===== config.mk =====
export PLATFORM = sky130hd
export DESIGN_NAME = mpwa_pool
export DESIGN_NICKNAME = d
export VERILOG_FILES = /design/src/rtl/mpwa_pkg.sv /design/src/rtl/mpwa_pool.sv
export SDC_FILE = /design/constraint.sdc
export NUM_CORES = 1
export LEC_CHECK = 0
export ABC_AREA = 1
export BUFFER_PORTS_ARGS = -buffer_cell sky130_fd_sc_hd__buf_4
export CAP_MARGIN = 30
export CORE_UTILIZATION = 49
export DETAILED_ROUTE_END_ITERATION = 10
export HOLD_SLACK_MARGIN = 0.05
export PLACE_DENSITY_LB_ADDON = 0.08
export SKIP_CTS_REPAIR_TIMING = 1
export SKIP_LAST_GASP = 1
export SLEW_MARGIN = 20
export SYNTH_ARGS = -nofsm -noshare
export SYNTH_HDL_FRONTEND = slang
export SYNTH_SLANG_ARGS = --single-unit

===== constraint.sdc =====
create_clock -name clk -period 5.95 [get_ports clk]
set_input_delay 1.19 -clock clk [delete_from_list [all_inputs] [get_ports clk]]
set_output_delay 1.19 -clock clk [all_outputs]
set_load 0.01 [all_outputs]

===== src/rtl/mpwa_pkg.sv =====
`default_nettype none
// ----------------------------------------------------------------------------
// mpwa_pkg
// Shared types, constants and helpers for the max pooling / argmax block.
// ----------------------------------------------------------------------------
package mpwa_pkg;

    localparam int MAX_WIDTH   = 64;
    localparam int MAX_HEIGHT  = 64;
    localparam int MAX_PLANES  = 4;
    localparam int MAX_STRIDE  = 8;
    localparam int MAX_WINDOW  = 8;
    localparam int SAMPLE_BITS = 16;
    localparam int STORE_DEPTH = MAX_WIDTH * MAX_HEIGHT * MAX_PLANES;
    localparam int ADDR_BITS   = $clog2(STORE_DEPTH);
    localparam int INDEX_BITS  = ADDR_BITS + 1;

    localparam int CFG_IDX_BITS  = 3;
    localparam int CFG_DATA_BITS = 7;

    // register indexes
    localparam logic [CFG_IDX_BITS-1:0] REG_IMAGE_WIDTH  = 3'd0;
    localparam logic [CFG_IDX_BITS-1:0] REG_IMAGE_HEIGHT = 3'd1;
    localparam logic [CFG_IDX_BITS-1:0] REG_PLANE_COUNT  = 3'd2;
    localparam logic [CFG_IDX_BITS-1:0] REG_STRIDE       = 3'd3;
    localparam logic [CFG_IDX_BITS-1:0] REG_WINDOW_SIZE  = 3'd4;
    localparam logic [CFG_IDX_BITS-1:0] REG_PADDING      = 3'd5;
    localparam logic [CFG_IDX_BITS-1:0] REG_OUT_WIDTH    = 3'd6;
    localparam logic [CFG_IDX_BITS-1:0] REG_OUT_HEIGHT   = 3'd7;

    // opcodes
    localparam logic OP_LOAD = 1'b0;
    localparam logic OP_POOL = 1'b1;

    // empty-window / error result
    localparam logic signed [SAMPLE_BITS-1:0] MOST_NEGATIVE = {1'b1, {(SAMPLE_BITS-1){1'b0}}};
    localparam logic [INDEX_BITS-1:0]         NO_INDEX      = '1;

    typedef struct packed {
        logic [6:0] image_width;
        logic [6:0] image_height;
        logic [2:0] plane_count;
        logic [3:0] stride;
        logic [3:0] window_size;
        logic [2:0] padding;
        logic [6:0] out_width;
        logic [6:0] out_height;
    } cfg_t;

    typedef struct packed {
        logic [1:0] plane;
        logic [5:0] out_row;
        logic [5:0] out_col;
    } req_t;

    typedef struct packed {
        logic                          request_error;
        logic [ADDR_BITS-1:0]          out_index;
        logic [INDEX_BITS-1:0]         max_index;
        logic signed [SAMPLE_BITS-1:0] max_value;
    } res_t;

    // zero acts as one, oversize saturates at hi
    function automatic logic [6:0] sat_size(input logic [6:0] v, input logic [6:0] hi);
        logic [6:0] r;
        if (v == 7'd0)
            r = 7'd1;
        else if (v > hi)
            r = hi;
        else
            r = v;
        return r;
    endfunction

endpackage
`default_nettype wire


===== src/rtl/mpwa_pool.sv =====
`default_nettype none
// ----------------------------------------------------------------------------
// mpwa_pool
// Window sequencer: address setup, one store read per window position,
// running max / first-argmax over the returned samples.
// ----------------------------------------------------------------------------
module mpwa_pool (
    input  wire logic                                 clk,
    input  wire logic                                 rst_n,
    input  mpwa_pkg::cfg_t                            cfg,
    input  wire logic                                 start,
    input  mpwa_pkg::req_t                            req,
    output logic                                      idle,
    output logic [mpwa_pkg::ADDR_BITS-1:0]            rd_addr,
    input  wire logic [mpwa_pkg::SAMPLE_BITS-1:0]     rd_data,
    output logic                                      res_valid,
    input  wire logic                                 res_ready,
    output mpwa_pkg::res_t                            res
);
    import mpwa_pkg::*;

    typedef enum logic [2:0] {
        S_IDLE,
        S_SETUP_A,
        S_SETUP_B,
        S_SCAN,
        S_DRAIN,
        S_RESULT
    } state_t;

    state_t state_reg;
    logic   err_reg;
    logic   rd_pend_reg;
    logic   seen_reg;
    logic [2:0] fh_reg;
    logic [2:0] fw_reg;

    req_t                          req_reg;
    logic [8:0]                    t1_reg;
    logic [8:0]                    p1_reg;
    logic signed [11:0]            base_y_reg;
    logic signed [11:0]            base_x_reg;
    logic signed [11:0]            y_reg;
    logic signed [11:0]            x_reg;
    logic signed [19:0]            rowaddr_reg;
    logic [ADDR_BITS-1:0]          oidx_reg;
    logic [ADDR_BITS-1:0]          rd_idx_reg;
    logic signed [SAMPLE_BITS-1:0] best_reg;
    logic [INDEX_BITS-1:0]         best_idx_reg;

    logic                          req_bad;
    logic                          in_bounds;
    logic                          last_col;
    logic                          last_row;
    logic [9:0]                    row_st;
    logic [9:0]                    col_st;
    logic signed [11:0]            yp_sum;
    logic signed [19:0]            rowaddr_init;
    logic [15:0]                   oidx_full;
    logic signed [19:0]            addr_full;
    logic signed [SAMPLE_BITS-1:0] sample;
    logic                          take;

    assign req_bad = ({1'b0, req.plane} >= cfg.plane_count)
                  || ({1'b0, req.out_row} >= cfg.out_height)
                  || ({1'b0, req.out_col} >= cfg.out_width);

    assign row_st = 10'(req_reg.out_row) * 10'(cfg.stride);
    assign col_st = 10'(req_reg.out_col) * 10'(cfg.stride);

    assign yp_sum       = base_y_reg + $signed({3'b0, p1_reg});
    assign rowaddr_init = $signed({13'b0, cfg.image_width}) * 20'(yp_sum);
    assign oidx_full    = 16'(req_reg.out_col)
                        + 16'(cfg.out_width) * (16'(req_reg.out_row) + 16'(t1_reg));

    assign in_bounds = !y_reg[11] && (y_reg[10:0] < {4'b0, cfg.image_height})
                    && !x_reg[11] && (x_reg[10:0] < {4'b0, cfg.image_width});
    assign addr_full = rowaddr_reg + 20'(x_reg);
    assign rd_addr   = addr_full[ADDR_BITS-1:0];

    assign last_col = ({1'b0, fw_reg} == (cfg.window_size - 4'd1));
    assign last_row = ({1'b0, fh_reg} == (cfg.window_size - 4'd1));

    assign sample = $signed(rd_data);
    assign take   = rd_pend_reg && (!seen_reg || (sample > best_reg));

    always_ff @(posedge clk or negedge rst_n)
    begin
        if (!rst_n)
        begin
            state_reg   <= S_IDLE;
            err_reg     <= 1'b0;
            rd_pend_reg <= 1'b0;
            seen_reg    <= 1'b0;
            fh_reg      <= 3'd0;
            fw_reg      <= 3'd0;
        end
        else
        begin
            if (take)
            begin
                seen_reg <= 1'b1;
            end
            case (state_reg)
                S_IDLE:
                begin
                    rd_pend_reg <= 1'b0;
                    if (start)
                    begin
                        err_reg  <= req_bad;
                        seen_reg <= 1'b0;
                        state_reg <= S_SETUP_A;
                    end
                end
                S_SETUP_A:
                begin
                    state_reg <= S_SETUP_B;
                end
                S_SETUP_B:
                begin
                    fh_reg    <= 3'd0;
                    fw_reg    <= 3'd0;
                    state_reg <= err_reg ? S_RESULT : S_SCAN;
                end
                S_SCAN:
                begin
                    rd_pend_reg <= in_bounds;
                    if (last_col)
                    begin
                        fw_reg <= 3'd0;
                        if (last_row)
                        begin
                            state_reg <= S_DRAIN;
                        end
                        else
                        begin
                            fh_reg <= fh_reg + 3'd1;
                        end
                    end
                    else
                    begin
                        fw_reg <= fw_reg + 3'd1;
                    end
                end
                S_DRAIN:
                begin
                    // last read's sample is compared this cycle
                    rd_pend_reg <= 1'b0;
                    state_reg   <= S_RESULT;
                end
                S_RESULT:
                begin
                    if (res_ready)
                    begin
                        state_reg <= S_IDLE;
                    end
                end
                default:
                begin
                    state_reg <= S_IDLE;
                end
            endcase
        end
    end

    // datapath
    always_ff @(posedge clk)
    begin
        if (state_reg == S_IDLE && start)
        begin
            req_reg      <= req;
            best_reg     <= MOST_NEGATIVE;
            best_idx_reg <= NO_INDEX;
        end
        if (state_reg == S_SETUP_A)
        begin
            t1_reg     <= 9'(cfg.out_height) * 9'(req_reg.plane);
            p1_reg     <= 9'(cfg.image_height) * 9'(req_reg.plane);
            base_y_reg <= 12'(row_st) - 12'(cfg.padding);
            base_x_reg <= 12'(col_st) - 12'(cfg.padding);
        end
        if (state_reg == S_SETUP_B)
        begin
            oidx_reg    <= oidx_full[ADDR_BITS-1:0];
            rowaddr_reg <= rowaddr_init;
            y_reg       <= base_y_reg;
            x_reg       <= base_x_reg;
        end
        if (state_reg == S_SCAN)
        begin
            rd_idx_reg <= rd_addr;
            if (last_col)
            begin
                x_reg       <= base_x_reg;
                y_reg       <= y_reg + 12'sd1;
                rowaddr_reg <= rowaddr_reg + $signed({13'b0, cfg.image_width});
            end
            else
            begin
                x_reg <= x_reg + 12'sd1;
            end
        end
        if (take)
        begin
            best_reg     <= sample;
            best_idx_reg <= {1'b0, rd_idx_reg};
        end
    end

    assign idle      = (state_reg == S_IDLE);
    assign res_valid = (state_reg == S_RESULT);

    always_comb
    begin
        if (err_reg)
        begin
            res.max_value     = MOST_NEGATIVE;
            res.max_index     = NO_INDEX;
            res.out_index     = '0;
            res.request_error = 1'b1;
        end
        else
        begin
            res.max_value     = best_reg;
            res.max_index     = best_idx_reg;
            res.out_index     = oidx_reg;
            res.request_error = 1'b0;
        end
    end

endmodule
`default_nettype wire


# After elaboration in Yosys (flattened, before gate mapping)
# Cells that the tools add are included.
word_totals:
  input_bits: 76
  ff_bits: 171
  word_cells: 105
classes:
  reduce_logical: 19
  n_mux: 29
  magnitude_cmp: 6
  multipliers: 6
  n_addsub: 12
  n_eq_ne: 12
ops:
  columns: ["operator", "n"]
  rows:
  - ["$mux W12", 6]
  - ["$mux W20", 3]
  - ["$mux W46", 1]
  - ["$mux W16", 2]
  - ["$mux W14", 2]
  - ["$add A12 B2 Y12 const B", 2]
  - ["$mux W3", 8]
  - ["$lt A11 B7 Y1", 2]
  - ["$sub A10 B3 Y11", 2]
  - ["$add A20 B8 Y20", 1]
  - ["$mul A6 B4 Y10", 2]
  - ["$mul A8 B12 Y20", 1]
  - ["$mul A7 B2 Y9", 2]
  - ["$pmux W3 S6", 1]
  - ["$gt A16 B16 Y1", 1]
  - ["$add A14 B12 Y14", 1]
  - ["$add A6 B14 Y14", 1]
  - ["$ge A6 B7 Y1", 2]
  - ["$mul A7 B10 Y14", 1]
  - ["$add A12 B10 Y12", 1]
  - ["$pmux W3 S2", 2]
  - ["$add A6 B9 Y10", 1]
  - ["$eq A3 B4 Y1", 2]
  - ["$ne A2 B2 Y1 const B", 4]
  - ["other kinds (18)", 33]

# Logic depth before layout (Yosys ltp)
logic_depth:
  ltp_word: 6
  mapped_depth: 30
  depth_no_buf: 30

# Worst setup path before layout
# Ideal clock, no wire load.
synth_timing:
  path_type: "reg-to-reg"
  from: "register req_reg[6] (netlist bit)"
  to: "register oidx_reg[13], data pin"
  path_stages_with_launch: 24
  arrival_time_ps: 5376
  path_slack_ps: 307
  path_buffers: 0
  setup_time_ps: 268
  synth_period_minus_slack_ps: 5643
  path_cell_list: "edfxtp_1 -> ha_1 -> fa_1 -> nand3_1 -> nand2_1 -> a21oi_1 -> o21bai_2 -> xor2_1 -> nor2_1 -> fa_1 -> fa_1 -> fa_1 -> inv_1 -> fa_1 -> inv_1 -> ha_1 -> a21oi_1 -> o21ai_0 -> a21oi_1 -> o21ai_0 -> nand2_1 -> nand2_1 -> a21oi_1 -> xnor3_1"
synth_via:
  elab_chain_len: 3
synth_lines:
  columns: ["element", "line", "source"]
  rows:
  - ["start: declaration", "mpwa_pool.sv:38", "req_t req_reg;"]
  - ["start signal: assignment", "mpwa_pool.sv:171", "req_reg <= req;"]
  - ["$add A6 B9 Y10", "mpwa_pool.sv:74", "+ 16'(cfg.out_width) * (16'(req_reg.out_row) + 16'(t1_reg));"]
  - ["$mul A7 B10 Y14", "mpwa_pool.sv:74", null]
  - ["$add A6 B14 Y14", "mpwa_pool.sv:74", null]
  - ["net oidx_full[13]", "mpwa_pool.sv:59", "logic [15:0] oidx_full;"]
  - ["end signal: assignment", "mpwa_pool.sv:184", "oidx_reg <= oidx_full[ADDR_BITS-1:0];"]
  - ["end: declaration", "mpwa_pool.sv:46", "logic [ADDR_BITS-1:0] oidx_reg;"]
# The timed path passes the listed nets, and every way through them passes these cells.
# A chain may end at the register's enable or synchronous reset.

# Worst setup path after layout
# Same ends and word-level chain as after synthesis.

==> impl_metrics.toml <==
[run_status]
status = "complete, no violations"

[synth]
synth_cells = 1960
synth-async-reset-ratio = 0.07362
synth_edf_count = 124
yosysUniqueCellTypes = 55
synth_seq_area_share = 0.2817
syn_area_um2 = 16200
syn_nets = 2345
synth_flop_cell = "edfxtp_1"
ys_seq_elements = 163
synth_warnings = 0
avgSynthCellArea_um2 = 8.267

[route]
drtAntennaViolNets = 0
drc = 0
wl_per_cell_um = 14.40
vias = 12584
vias_per_cell = 4.927
totalWireLength_um = 36770
drt-initial-drc-count = 777
first_pass_iters = 5

[worst_setup_path]
startpoint_type = "flop"
cp.required_ns = 6.13
cp_max_fo = 4
worstPathArrival_ns = 5.86
crit_path_cell_trace = "ha_2 > fa_1 > nand3_1 > nand2_1 > a21oi_2 > o21bai_2 > xor2_2 > buf_4 > nor2_1 > fa_1 > inv_1 > fa_1 > fa_2 > inv_1 > fa_1 > ha_4 > nand2_1 > o21ai_0 > a21oi_1 > o21ai_1 > nand2_1 > nand2_1 > a21oi_1 > xnor3_1"
crit_path_top_delay_cell = "fa_2"
crit_type = "flop to flop"
cpPeakStageDelay_ns = 0.57
crit_path_end_kind = "flop"

[cells_and_area]
diodes = 0
largest_register_ffs = 16
area_growth_pct = 13.58
layout.nets = 2484
drive_gt1_frac = 0.1316
final_cell_area_um2 = 18400
post-route-util = 0.5656

[global_route]
grt_max_degree = 42
grt_pass1_vias = 12422
grt_usage = 0.2286
grt_pass1_wl_um = 60860
overflow = 0
grt_antenna_before_repair = 0

[die]
fp.dieW_um = 183.8
core_area_um2 = 32540
ios = 138
rows = 66
start_util = 0.4980
dieHeight_um = 183.8
dieArea_um2 = 33800

[timing]
period_needed_ns = 5.688
final-setup-viol-count = 0
min_period_over_period = 0.9559
rsz0062_at_grt = "yes"
slew_violations = 0
max_freq_ghz = 0.1758
fin_worst_skew_ns = 0.01384
tightest_slew_ns = 0.7004
setup_ws_ns = 0.2622
slew_headroom = 0.5331
hold_violations = 0

[cts]
worstSkewPairLatency_ns = 0.44
cts_htree_levels = 4
clk_path_buf_depth = 2
cts_tree = "built"
cts.clk_slew.worst_paths_ns = 0.07
cts_sinks = 163
root_buffer = "clkbuf_16"
numCtsBuffers = 17

[min_path]
min_path_type = "flop to flop"

[run]
max-cap-violations = 0

[place]
placed_area_um2 = 17760
dp.final_hpwl_um = 29860
pre_cts_slack_ns = 0.01972
gp_congestion = 0.8940
portBuffers = 137
-- worst paths after layout --
kind                                     end  slack, ns  startpoint  depth (start not counted)
worst max-delay path            oidx_reg[13]       0.26  req_reg[6]                         24
worst min-delay path               fh_reg[2]       0.50   fh_reg[2]                          1
worst max register to register  oidx_reg[13]       0.26  req_reg[6]                         24
worst min register to register     fh_reg[2]       0.50   fh_reg[2]                          1
max in group asynchronous          fh_reg[2]       5.20       rst_n                          1
min in group asynchronous          fw_reg[1]       0.59       rst_n                          1
-- stage by stage --
step	cells	setup TNS, ns	hold WS, ns
2_1_floorplan	1960	0	0.4529
3_3_place_gp	2520	0	0.4707
3_5_place_dp	2521	0	0.4887
4_1_cts	2553	0	0.5031
5_1_grt	2554	-0.05353	0.5078
6_report	2554	0	0.4997
-- kinds of logic after synthesis --
group           count (synthesis)  share of synthesized area
compound gates                226                    0.08054
xor+xnor                       91                    0.05004
fa+ha+maj                     309                     0.2900
buf+inv                       492                     0.1152
flops                         163                     0.2817
simple gates                  679                     0.1825
-- routing by layer --
metal / GRT usage / wire [um] / vias up
met5: 0 / 0 / -
met4: 0.05133 / 454 / 0
met3: 0.03764 / 1667 / 25
met2: 0.3708 / 16620 / 251
met1: 0.3193 / 18020 / 5882
li1: - / - / 6426
-- layout make-up --
type                    count  area [um^2]
clock buffers              21        450.4
clock inverters            11        92.59
fillers                  3084        14130
inverters                 462         1734
multi-input cells        1305         9876
flip-flops and latches    163         4564
well taps                 442        553.0
repair buffers            150         1134
-- cells in the mapped netlist, types with 3 or more instances --
library cell	number	area, um^2
a211oi_1	3	22.52
a21boi_0	3	22.52
a21o_1	3	22.52
a21oi_1	94	470.5
a21oi_2	4	35.03
a22oi_1	6	45.04
a31oi_1	13	81.33
buf_2	7	35.03
buf_4	3	22.52
clkbuf_1	20	75.07
clkinv_1	5	18.77
dfrtp_1	12	300.3
dfxtp_1	27	540.5
edfxtp_1	124	3724
fa_1	111	2222
ha_1	198	2477
inv_1	451	1693
inv_2	6	22.52
nand2_1	344	1291
nand2_2	10	62.56
nand3_1	66	330.3
nand3_2	9	90.09
nand4_1	10	62.56
nor2_1	170	638.1
nor2_2	5	31.28
nor2_4	5	56.30
nor3_1	10	50.05
nor3b_1	3	22.52
nor4_1	5	31.28
o211ai_1	4	30.03
o21a_1	6	45.04
o21ai_0	63	315.3
o21bai_1	10	75.07
or2_2	33	206.5
xnor2_1	27	236.5
xor2_1	63	551.8
-- cells in the final DEF, fill, tap and decap left out, types with 13 or more instances in the layout --
master and count:
nand2_1 344, inv_1 450, nand3_1 66, fa_1 109, buf_4 149, dfxtp_1 27, xnor2_1 26, a31oi_1 13
edfxtp_1 124, xor2_1 60, o21ai_0 61, nor2_1 168, a21oi_1 91, ha_1 193, clkbuf_16 17, or2_2 33
-- critical path, delay by kind of cell (launching register included) --
family | cells | cell delay [ns]
compound gates | 6 | 0.76
xor+xnor | 2 | 0.66
fa+ha+maj | 7 | 2.89
buf+inv | 3 | 0.27
flops | 1 | 0.40
simple gates | 6 | 0.46
Power is left out: the tool's default activity adds up to more than one toggle a clock period on the data nets, which glitch-free logic cannot reach.
