## src/rtl/mpwa_pkg.sv

```systemverilog
`default_nettype none
// ----------------------------------------------------------------------------
// mpwa_pkg
// Shared types, constants and helpers for the max pooling / argmax block.
// ----------------------------------------------------------------------------
package mpwa_pkg;

    localparam int MAX_WIDTH   = 64;
    localparam int MAX_HEIGHT  = 64;
    localparam int MAX_PLANES  = 4;
    localparam int MAX_STRIDE  = 8;
    localparam int MAX_WINDOW  = 8;
    localparam int SAMPLE_BITS = 16;
    localparam int STORE_DEPTH = MAX_WIDTH * MAX_HEIGHT * MAX_PLANES;
    localparam int ADDR_BITS   = $clog2(STORE_DEPTH);
    localparam int INDEX_BITS  = ADDR_BITS + 1;

    localparam int CFG_IDX_BITS  = 3;
    localparam int CFG_DATA_BITS = 7;

    // register indexes
    localparam logic [CFG_IDX_BITS-1:0] REG_IMAGE_WIDTH  = 3'd0;
    localparam logic [CFG_IDX_BITS-1:0] REG_IMAGE_HEIGHT = 3'd1;
    localparam logic [CFG_IDX_BITS-1:0] REG_PLANE_COUNT  = 3'd2;
    localparam logic [CFG_IDX_BITS-1:0] REG_STRIDE       = 3'd3;
    localparam logic [CFG_IDX_BITS-1:0] REG_WINDOW_SIZE  = 3'd4;
    localparam logic [CFG_IDX_BITS-1:0] REG_PADDING      = 3'd5;
    localparam logic [CFG_IDX_BITS-1:0] REG_OUT_WIDTH    = 3'd6;
    localparam logic [CFG_IDX_BITS-1:0] REG_OUT_HEIGHT   = 3'd7;

    // opcodes
    localparam logic OP_LOAD = 1'b0;
    localparam logic OP_POOL = 1'b1;

    // empty-window / error result
    localparam logic signed [SAMPLE_BITS-1:0] MOST_NEGATIVE = {1'b1, {(SAMPLE_BITS-1){1'b0}}};
    localparam logic [INDEX_BITS-1:0]         NO_INDEX      = '1;

    typedef struct packed {
        logic [6:0] image_width;
        logic [6:0] image_height;
        logic [2:0] plane_count;
        logic [3:0] stride;
        logic [3:0] window_size;
        logic [2:0] padding;
        logic [6:0] out_width;
        logic [6:0] out_height;
    } cfg_t;

    typedef struct packed {
        logic [1:0] plane;
        logic [5:0] out_row;
        logic [5:0] out_col;
    } req_t;

    typedef struct packed {
        logic                          request_error;
        logic [ADDR_BITS-1:0]          out_index;
        logic [INDEX_BITS-1:0]         max_index;
        logic signed [SAMPLE_BITS-1:0] max_value;
    } res_t;

    // zero acts as one, oversize saturates at hi
    function automatic logic [6:0] sat_size(input logic [6:0] v, input logic [6:0] hi);
        logic [6:0] r;
        if (v == 7'd0)
            r = 7'd1;
        else if (v > hi)
            r = hi;
        else
            r = v;
        return r;
    endfunction

endpackage
`default_nettype wire

```

## src/rtl/mpwa_cfg.sv

```systemverilog
`default_nettype none
// ----------------------------------------------------------------------------
// mpwa_cfg
// Configuration register file; values are held already saturated into range.
// ----------------------------------------------------------------------------
module mpwa_cfg (
    input  wire logic                              clk,
    input  wire logic                              rst_n,
    input  wire logic                              cfg_we,
    input  wire logic [mpwa_pkg::CFG_IDX_BITS-1:0]  cfg_addr,
    input  wire logic [mpwa_pkg::CFG_DATA_BITS-1:0] cfg_wdata,
    output mpwa_pkg::cfg_t                         cfg
);
    import mpwa_pkg::*;

    cfg_t cfg_reg;
    cfg_t cfg_next;

    always_comb
    begin
        cfg_next = cfg_reg;
        if (cfg_we)
        begin
            case (cfg_addr)
                REG_IMAGE_WIDTH:
                    cfg_next.image_width  = sat_size(cfg_wdata, 7'(MAX_WIDTH));
                REG_IMAGE_HEIGHT:
                    cfg_next.image_height = sat_size(cfg_wdata, 7'(MAX_HEIGHT));
                REG_PLANE_COUNT:
                    cfg_next.plane_count  =
                        3'(sat_size({4'b0, cfg_wdata[2:0]}, 7'(MAX_PLANES)));
                REG_STRIDE:
                    cfg_next.stride       =
                        4'(sat_size({3'b0, cfg_wdata[3:0]}, 7'(MAX_STRIDE)));
                REG_WINDOW_SIZE:
                    cfg_next.window_size  =
                        4'(sat_size({3'b0, cfg_wdata[3:0]}, 7'(MAX_WINDOW)));
                REG_PADDING:
                    cfg_next.padding      = cfg_wdata[2:0];
                REG_OUT_WIDTH:
                    cfg_next.out_width    = sat_size(cfg_wdata, 7'(MAX_WIDTH));
                REG_OUT_HEIGHT:
                    cfg_next.out_height   = sat_size(cfg_wdata, 7'(MAX_HEIGHT));
                default:
                    cfg_next = cfg_reg;
            endcase
        end
    end

    always_ff @(posedge clk or negedge rst_n)
    begin
        if (!rst_n)
        begin
            cfg_reg.image_width  <= 7'd64;
            cfg_reg.image_height <= 7'd64;
            cfg_reg.plane_count  <= 3'd4;
            cfg_reg.stride       <= 4'd2;
            cfg_reg.window_size  <= 4'd2;
            cfg_reg.padding      <= 3'd0;
            cfg_reg.out_width    <= 7'd32;
            cfg_reg.out_height   <= 7'd32;
        end
        else
        begin
            cfg_reg <= cfg_next;
        end
    end

    assign cfg = cfg_reg;

endmodule
`default_nettype wire

```

## config.mk

```make
export PLATFORM = sky130hd
export DESIGN_NAME = mpwa_cfg
export DESIGN_NICKNAME = d
export VERILOG_FILES = /design/src/rtl/mpwa_pkg.sv /design/src/rtl/mpwa_cfg.sv
export SDC_FILE = /design/constraint.sdc
export NUM_CORES = 1
export LEC_CHECK = 0
export BUFFER_PORTS_ARGS = -buffer_cell sky130_fd_sc_hd__buf_2
export CAP_MARGIN = 10
export CORE_MARGIN = 2
export CORE_UTILIZATION = 40
export CTS_CLUSTER_DIAMETER = 40
export CTS_CLUSTER_SIZE = 28
export DETAILED_ROUTE_END_ITERATION = 10
export PLACE_DENSITY = 0.8
export SYNTH_ARGS = -nofsm -noshare
export SYNTH_HDL_FRONTEND = slang
export SYNTH_SLANG_ARGS = --single-unit
```

## constraint.sdc

```tcl
create_clock -name clk -period 0.8 [get_ports clk]
set_clock_uncertainty 0.15 [all_clocks]
set_input_delay 0.08 -clock clk [delete_from_list [all_inputs] [get_ports clk]]
set_output_delay 0.08 -clock clk [all_outputs]
set_load 0.03 [all_outputs]
```

### Yosys cells after proc, flatten, opt, wreduce, memory -nomap -nowiden

Index checks and enable logic that the tools add are counted.
W data, S select, Z words.

| storage, ports and cells | value |
|---|---|
| flip-flop bits (word level) | 42 |
| word-level logic and storage cells | 36 |
| input bits | 13 |
| output and inout port bits | 42 |

| operators by class | value |
|---|---|
| muxes and demuxes | 6 |
| magnitude comparators | 3 |
| reduce and logical (&&, ||, !) cells | 12 |
| equality and inequality tests | 7 |

Operators by type and width:

| operator | count |
|---|---|
| $reduce_and A2 Y1 | 8 |
| $mux W7 | 2 |
| $eq A3 B3 Y1 const B | 4 |
| $mux W4 | 2 |
| $gt A7 B7 Y1 const B | 1 |
| $logic_not A7 Y1 | 1 |
| $eq A3 B2 Y1 const B | 2 |
| $logic_not A3 Y1 | 2 |
| $mux W3 | 2 |
| $gt A4 B4 Y1 const B | 1 |
| $logic_not A4 Y1 | 1 |
| $eq A3 B1 Y1 const B | 1 |
| $gt A3 B3 Y1 const B | 1 |

### Logic depth before layout (Yosys ltp)

Gate-level depths: netlist of run 1.

| depth | value |
|---|---|
| depth after elaboration | 3 |
| mapped depth | 4 |

### Worst setup path before layout of run 1

No wires, ideal clock.

| path | value |
|---|---|
| path kind | input-to-reg |
| from | input cfg_addr[1] in the netlist's numbering |
| to | register cfg_reg (netlist bit cfg[39]) |
| arrival time | 0.911 ns |
| path slack | -0.381 ns |
| path buffers | 1 |
| library setup time | 0.120 ns |
| stages | 4 |
| data required time | 0.530 ns |
| cell sequence | or4b_4 buf_6 nand2_1 o21ai_2 |

| on the way | value |
|---|---|
| word-level cells in the longest chain between the ends | 2 |

Ends and longest elaborated chain:

| element | RTL line | RTL |
|---|---|---|
| from (decl) | mpwa_cfg.sv:10 | `input wire logic [mpwa_pkg::CFG_IDX_BITS-1:0] cfg_addr,` |
| $logic_not A3 Y1 | mpwa_cfg.sv:24 | `case (cfg_addr)` |
| $reduce_and A2 Y1 (no line) | -- |  |
| to (signal assigned) | mpwa_cfg.sv:65 | `cfg_reg <= cfg_next;` |
| to (decl) | mpwa_cfg.sv:16 | `cfg_t cfg_reg;` |

Every way passes these cells.
A chain may end at the register's enable or synchronous reset.

### Worst setup path after layout of run 1

| path | value |
|---|---|
| from | register cfg_reg (netlist bit cfg[18]) |
| to | output cfg[18] in the netlist's numbering |

RTL lines:

| element | RTL line | RTL |
|---|---|---|
| to (decl) | mpwa_cfg.sv:12 | `output mpwa_pkg::cfg_t cfg` |

No word-level cell between the ends.

==> flow_metrics.tcl, run 1 <==
set metrics [dict create \
    critPathBufInv 1 \
    min_period_over_period_pct 152.5 \
    start_util_pct 42.12 \
    run_status "finished with violations" \
    syn_inst 142 \
    synth_fp_nets 155 \
    finalSetupViolCount 84 \
    synth_area_per_cell_um2 12.04 \
    largest_reg_flops 42 \
    cts_buffers 5 \
    worst_slack_ns -0.4200 \
    die_w_um 69.37 \
    antenna_found_initial 0 \
    clkSlewWorstSetupHoldPaths_ns 0.08 \
    vias 1535 \
    top_layer "met4" \
    yosysWarnings 0 \
    max-vdd-ir-drop_uv 1381 \
    multiInputGateArea_um2 788.3 \
    clkLatencyLatePin_ns 0.30 \
    synth.distinct_cells 24 \
    num_io_pins 55 \
    grt_max_degree 43 \
    cellLeakagePower_uw 0.001507 \
    grt-ovfl-total 0 \
    worstPathRequired_ns 0.57 \
    layout_common_cells "buf_6 (73), dfrtp_2 (23), buf_4 (19), o21ai_2 (15), dfrtp_1 (12)" \
    layout_min_cycle_time_ns 1.220 \
    hold_viol 0 \
    drcViolationCount 0 \
    antennaDiodeCount 0 \
    clk_path_buf_depth 2 \
    die_y_um 69.37 \
    track_usage_pct 21.56 \
    wl_met2_mm 3.109 \
    worstMarginPinSlew_ns 0.4733 \
    critPathSlowestCell "dfstp_2" \
    placed_area_um2 2303 \
    grt_pass1_wl_mm 7.997 \
    fmax_ghz 0.8197 \
    firstDrtPassIters 4 \
    cts_htree_levels 2 \
    regArea_um2 1089 \
    hp-class "primary input to register" \
    violations "negative setup slack" \
    fillers 216 \
    ys_seq_area_share_pct 62.01 \
    port_buffers 54 \
    areaGrowthSynthToFinish_pct 86.24 \
    dp_hpwl_mm 2.967 \
    crit_path_end_kind "output port" \
    wirelength_mm 5.446 \
    cp-start-kind "register" \
    cts_tree "yes" \
    cp.arrival_ns 0.99 \
    path_max_fanout 2 \
    path_class "register to output port" \
    synth-compound-area-share_pct 9.517 \
    nets 263 \
    yosys.area_share.adder_pct 0 \
    grt_pass1_vias 1620 \
    clock_sinks 42 \
    critPathTopFamily "flip-flops" \
    dr_wl_met3_um 255 \
    drive_above_1_share_pct 78.49 \
    synth_xor_area_share_pct 0 \
    via_per_inst 5.100 \
    die_area_um2 4812 \
    design_area_um2 3183 \
    row_count 23 \
    layout_commonest_cell "buf_6" \
    wire_per_inst_um 18.09 \
    rsz0062_at_grt "true" \
    root_buffer "clkbuf_8" \
    drtIter0Drc 76 \
    cp_cell_sequence "buf_6" \
    ant_nets 0 \
    final.setup.tns_ns -18.85 \
    syn-cell-area_um2 1709 \
    wl_met1_mm 2.014 \
    gp_congestion 0.8202 \
    relSlewSlack_pct 68.32 \
    synthSimpleGateAreaFrac_pct 13.54 \
    drv_cap 0 \
    maxSlewViolCount 0 \
    cpPeakStageDelay_ns 0.56 \
    synth-seq-cells 42 \
    synthMuxAreaShare_pct 11.64 \
    core_um2 4058 \
    synth_top_family_by_area "simple AND/OR/NAND/NOR gates" \
    powerDensity_nw_per_um2 2311 \
]
area by class of cell:
type,instances,area share (%)
well taps,50,1.965
clock inverters,1,0.1572
inverters,8,0.9434
repair buffers,106,35.26
multi-input cells,87,24.76
flip-flops and latches,42,34.20
clock buffers,7,2.712
synth_stat cells:
cell	number	area share, %
mux2_4	1	0.88
nand4_1	1	0.37
mux2i_1	6	3.5
nand2_1	24	5.3
o21ai_0	19	5.6
mux2_2	11	7.2
nand4bb_1	1	0.66
a21oi_1	1	0.29
nor4_1	1	0.37
clkbuf_1	4	0.88
buf_6	1	0.66
nor2_1	1	0.22
o21ba_2	1	0.59
nand3b_1	1	0.44
nand2b_1	7	2.6
nand4b_1	3	1.5
and4bb_2	1	0.73
dfrtp_1	35	51
or4b_4	1	0.81
dfstp_2	7	11
o21ai_2	5	2.6
nor3_2	1	0.59
inv_1	8	1.8
a2bb2oi_1	1	0.51
stage by stage:
step / hold slack (ns) / setup slack [ns] / util [%] / std cells / power (uW)
after global placement: -0.08366 / -0.5371 / 56.77 / 265 / 4689
final: 0.001402 / -0.4200 / 78.45 / 301 / 7357
after floorplan: -0.3656 / -0.3806 / - / 142 / 4059
after global routing: 0.009063 / -0.4354 / 78.45 / 301 / 7634
after detailed placement: -0.08058 / -0.5726 / 56.77 / 265 / 4742
after CTS: -0.007121 / -0.4153 / 73.17 / 286 / 6977
kinds of logic (layout without fill, tap and decap cells):
group                  count (synthesis)  count (layout)
DFF                                   42              42
AOI/OAI and AO/OA                     27              27
and+or+nand+nor                       42              42
muxes                                 18              18
buffers and inverters                 13             122
report_power, final:
part	internal [uW]	switching, uW
Sequential	2590	342
Combinational	1520	1470
Clock	697	731
metal layers:
| metal | GRT usage, % | vias up |
|---|---|---|
| li1 | - | 702 |
| met5 | 0 | - |
| met4 | 7.190 | 0 |
| met2 | 40.81 | 56 |
| met1 | 22.75 | 766 |
| met3 | 5.959 | 11 |
repair_timing:
item,in CTS,in global routing
buffers inserted,11,18
cloned,1,0
setup endpoints to repair,84,84
pin swaps,18,6
endpoints found under the hold margin,43,0
hold buffers,1,0
gates resized for setup,135,33
final timing paths:
| check | endpoint | cells after the start | startpoint | slack [ns] |
|---|---|---|---|---|
| setup / recovery | cfg[18] | 1 | cfg[18]$_DFFE_PN1P_ | -0.42 |
| hold / removal | cfg[35]$_DFFE_PN0P_ | 3 | cfg_addr[0] | 0.001 |
| setup reg to reg | cfg[15]$_DFFE_PN0P_ | 2 | cfg[15]$_DFFE_PN0P_ | -0.25 |
| hold reg to reg | cfg[12]$_DFFE_PN1P_ | 2 | cfg[12]$_DFFE_PN1P_ | 0.33 |
| max in group asynchronous | cfg[12]$_DFFE_PN1P_ | 3 | rst_n | 0.10 |
| min in group asynchronous | cfg[25]$_DFFE_PN0P_ | 3 | rst_n | 0.12 |
(Power assumes the default switching activity.)
==> run 2, diff against run 1 <==
==> constraint.sdc (replaced) <==
create_clock -name clk -period 0.8 [get_ports clk]
set_clock_uncertainty 0.15 [all_clocks]
set_input_delay 0.16 -clock clk [delete_from_list [all_inputs] [get_ports clk]]
set_output_delay 0.16 -clock clk [all_outputs]
set_load 0.03 [all_outputs]
==> flow_metrics.tcl, run 2 (synthesis gave the netlist of run 1 again) <==
set metrics [dict create \
    run_status "finished with violations" \
    violations "negative setup slack" \
    power_frac_seq_pct 40.3 \
    vias 1490 \
    max-vdd-ir-drop_uv 1379 \
    path_class "register to output port" \
    clkPwrFrac_pct 19.3 \
    path_max_fanout 2 \
    cpPeakStageDelay_ns 0.55 \
    cp_cell_sequence "buf_6" \
    dp_worst_setup_slack_ns -0.6195 \
    cts_htree_levels 2 \
    grt_pass1_vias 1436 \
    maxSlewViolCount 0 \
    layout_common_cells "buf_6 (59), buf_4 (30), dfrtp_1 (21), dfrtp_2 (14)" \
    die_w_um 69.37 \
    clk_path_buf_depth 2 \
    critPathTopFamily "flip-flops" \
    ant_nets 0 \
    largest_reg_flops 42 \
    grt-ovfl-total 0 \
    numPlacedInstances 263 \
    drv_cap 0 \
    gp_congestion 0.7672 \
    powerDensity_nw_per_um2 2326 \
    worst_slack_ns -0.4872 \
    p_int_uw 4753 \
    antennaDiodeCount 0 \
    grt_max_degree 25 \
    dp_hpwl_mm 3.043 \
    switching_share_pct 34.02 \
    p_comb_share_pct 40.4 \
    root_buffer "clkbuf_8" \
    via_per_inst 4.967 \
    design_power_total_uw 7203 \
    clkSlewWorstSetupHoldPaths_ns 0.08 \
    min_period_over_period_pct 160.9 \
    cp-start-kind "register" \
    layout_commonest_cell "buf_6" \
    design_area_um2 3097 \
    cts_tree "yes" \
    final_util_pct 76.32 \
    antenna_found_initial 0 \
    start_util_pct 42.12 \
    cellLeakagePower_uw 0.001487 \
    hp-class "primary input to register" \
    layout_min_cycle_time_ns 1.287 \
    placed_area_um2 2301 \
    clkLatencyLatePin_ns 0.29 \
    hold_viol 0 \
    relSlewSlack_pct 81.10 \
    track_usage_pct 19.84 \
    critPathBufInv 1 \
    final_cells 300 \
    fmax_ghz 0.7769 \
    drtIter0Drc 59 \
    cp.arrival_ns 0.98 \
    drcViolationCount 0 \
    row_count 23 \
    p_switching_uw 2450 \
    core_um2 4058 \
    wire_per_inst_um 16.14 \
    nets 262 \
    firstDrtPassIters 4 \
    die_y_um 69.37 \
    areaGrowthSynthToFinish_pct 81.19 \
    critPathSlowestCell "dfstp_2" \
    port_buffers 54 \
    finalSetupViolCount 84 \
    crit_path_end_kind "output port" \
    cts_buffers 5 \
    drive_above_1_share_pct 71.60 \
    grt_pass1_wl_mm 7.438 \
    wirelength_mm 4.842 \
    clock_sinks 42 \
    worstMarginPinSlew_ns 0.2834 \
    worstPathRequired_ns 0.49 \
    die_area_um2 4812 \
    num_io_pins 55 \
    rsz0062_at_grt "true" \
]
==> run 2: stage by stage <==
| step | setup TNS (ns) | hold WS, ns |
|---|---|---|
| 4_1_cts | -22.26 | 0.09933 |
| 3_5_place_dp | -24.25 | 0.0008232 |
| 2_1_floorplan | -8.963 | -0.2856 |
| 5_1_grt | -24.60 | 0.1164 |
| 3_3_place_gp | -23.20 | -0.008827 |
| 6_report | -22.82 | 0.1149 |
==> run 2: power groups by stage <==
stage                     combinational, uW  clock (uW)  sequential (uW)
final                                  2910        1390             2910
after CTS                              2690        1410             2890
after global routing                   3060        1510             2950
after detailed placement               1930           0             2820
after global placement                 1880           0             2820
after floorplan                         460           0             3590
==> run 2: metal layers <==
metal	routed length, um	GRT usage, %
met3	262	4.942
met2	2543	32.05
met4	79	7.190
met5	0	0
met1	1956	25.93
==> run 2: area by class of cell <==
class / instances / area (um^2)
clock buffers: 7 / 86.33
clock inverters: 1 / 5.005
fillers: 241 / 960.9
inverters: 8 / 30.03
multi-input cells: 87 / 763.2
flip-flops and latches: 42 / 1077
well taps: 50 / 62.56
repair buffers: 105 / 1072
==> run 2: what timing repair did <==
item | CTS | global route
gates cloned | 2 | 0
hold buffers | 1 | 0
pin swaps | 16 | 6
setup buffers | 15 | 12
setup endpoints to repair | 84 | 84
hold endpoints to repair | 42 | 0
resized for setup | 121 | 24
==> run 2: final timing paths <==
path / depth (start not counted) / startpoint / slack, ns / to
setup / recovery: 1 / cfg[27]$_DFFE_PN1P_ / -0.49 / cfg[27]
hold / removal: 3 / cfg_addr[2] / 0.11 / cfg[35]$_DFFE_PN0P_
setup reg to reg: 2 / cfg[25]$_DFFE_PN0P_ / -0.28 / cfg[25]$_DFFE_PN0P_
hold reg to reg: 2 / cfg[18]$_DFFE_PN1P_ / 0.32 / cfg[18]$_DFFE_PN1P_
max in group asynchronous: 3 / rst_n / 0.04 / cfg[34]$_DFFE_PN1P_
min in group asynchronous: 3 / rst_n / 0.22 / cfg[10]$_DFFE_PN0P_
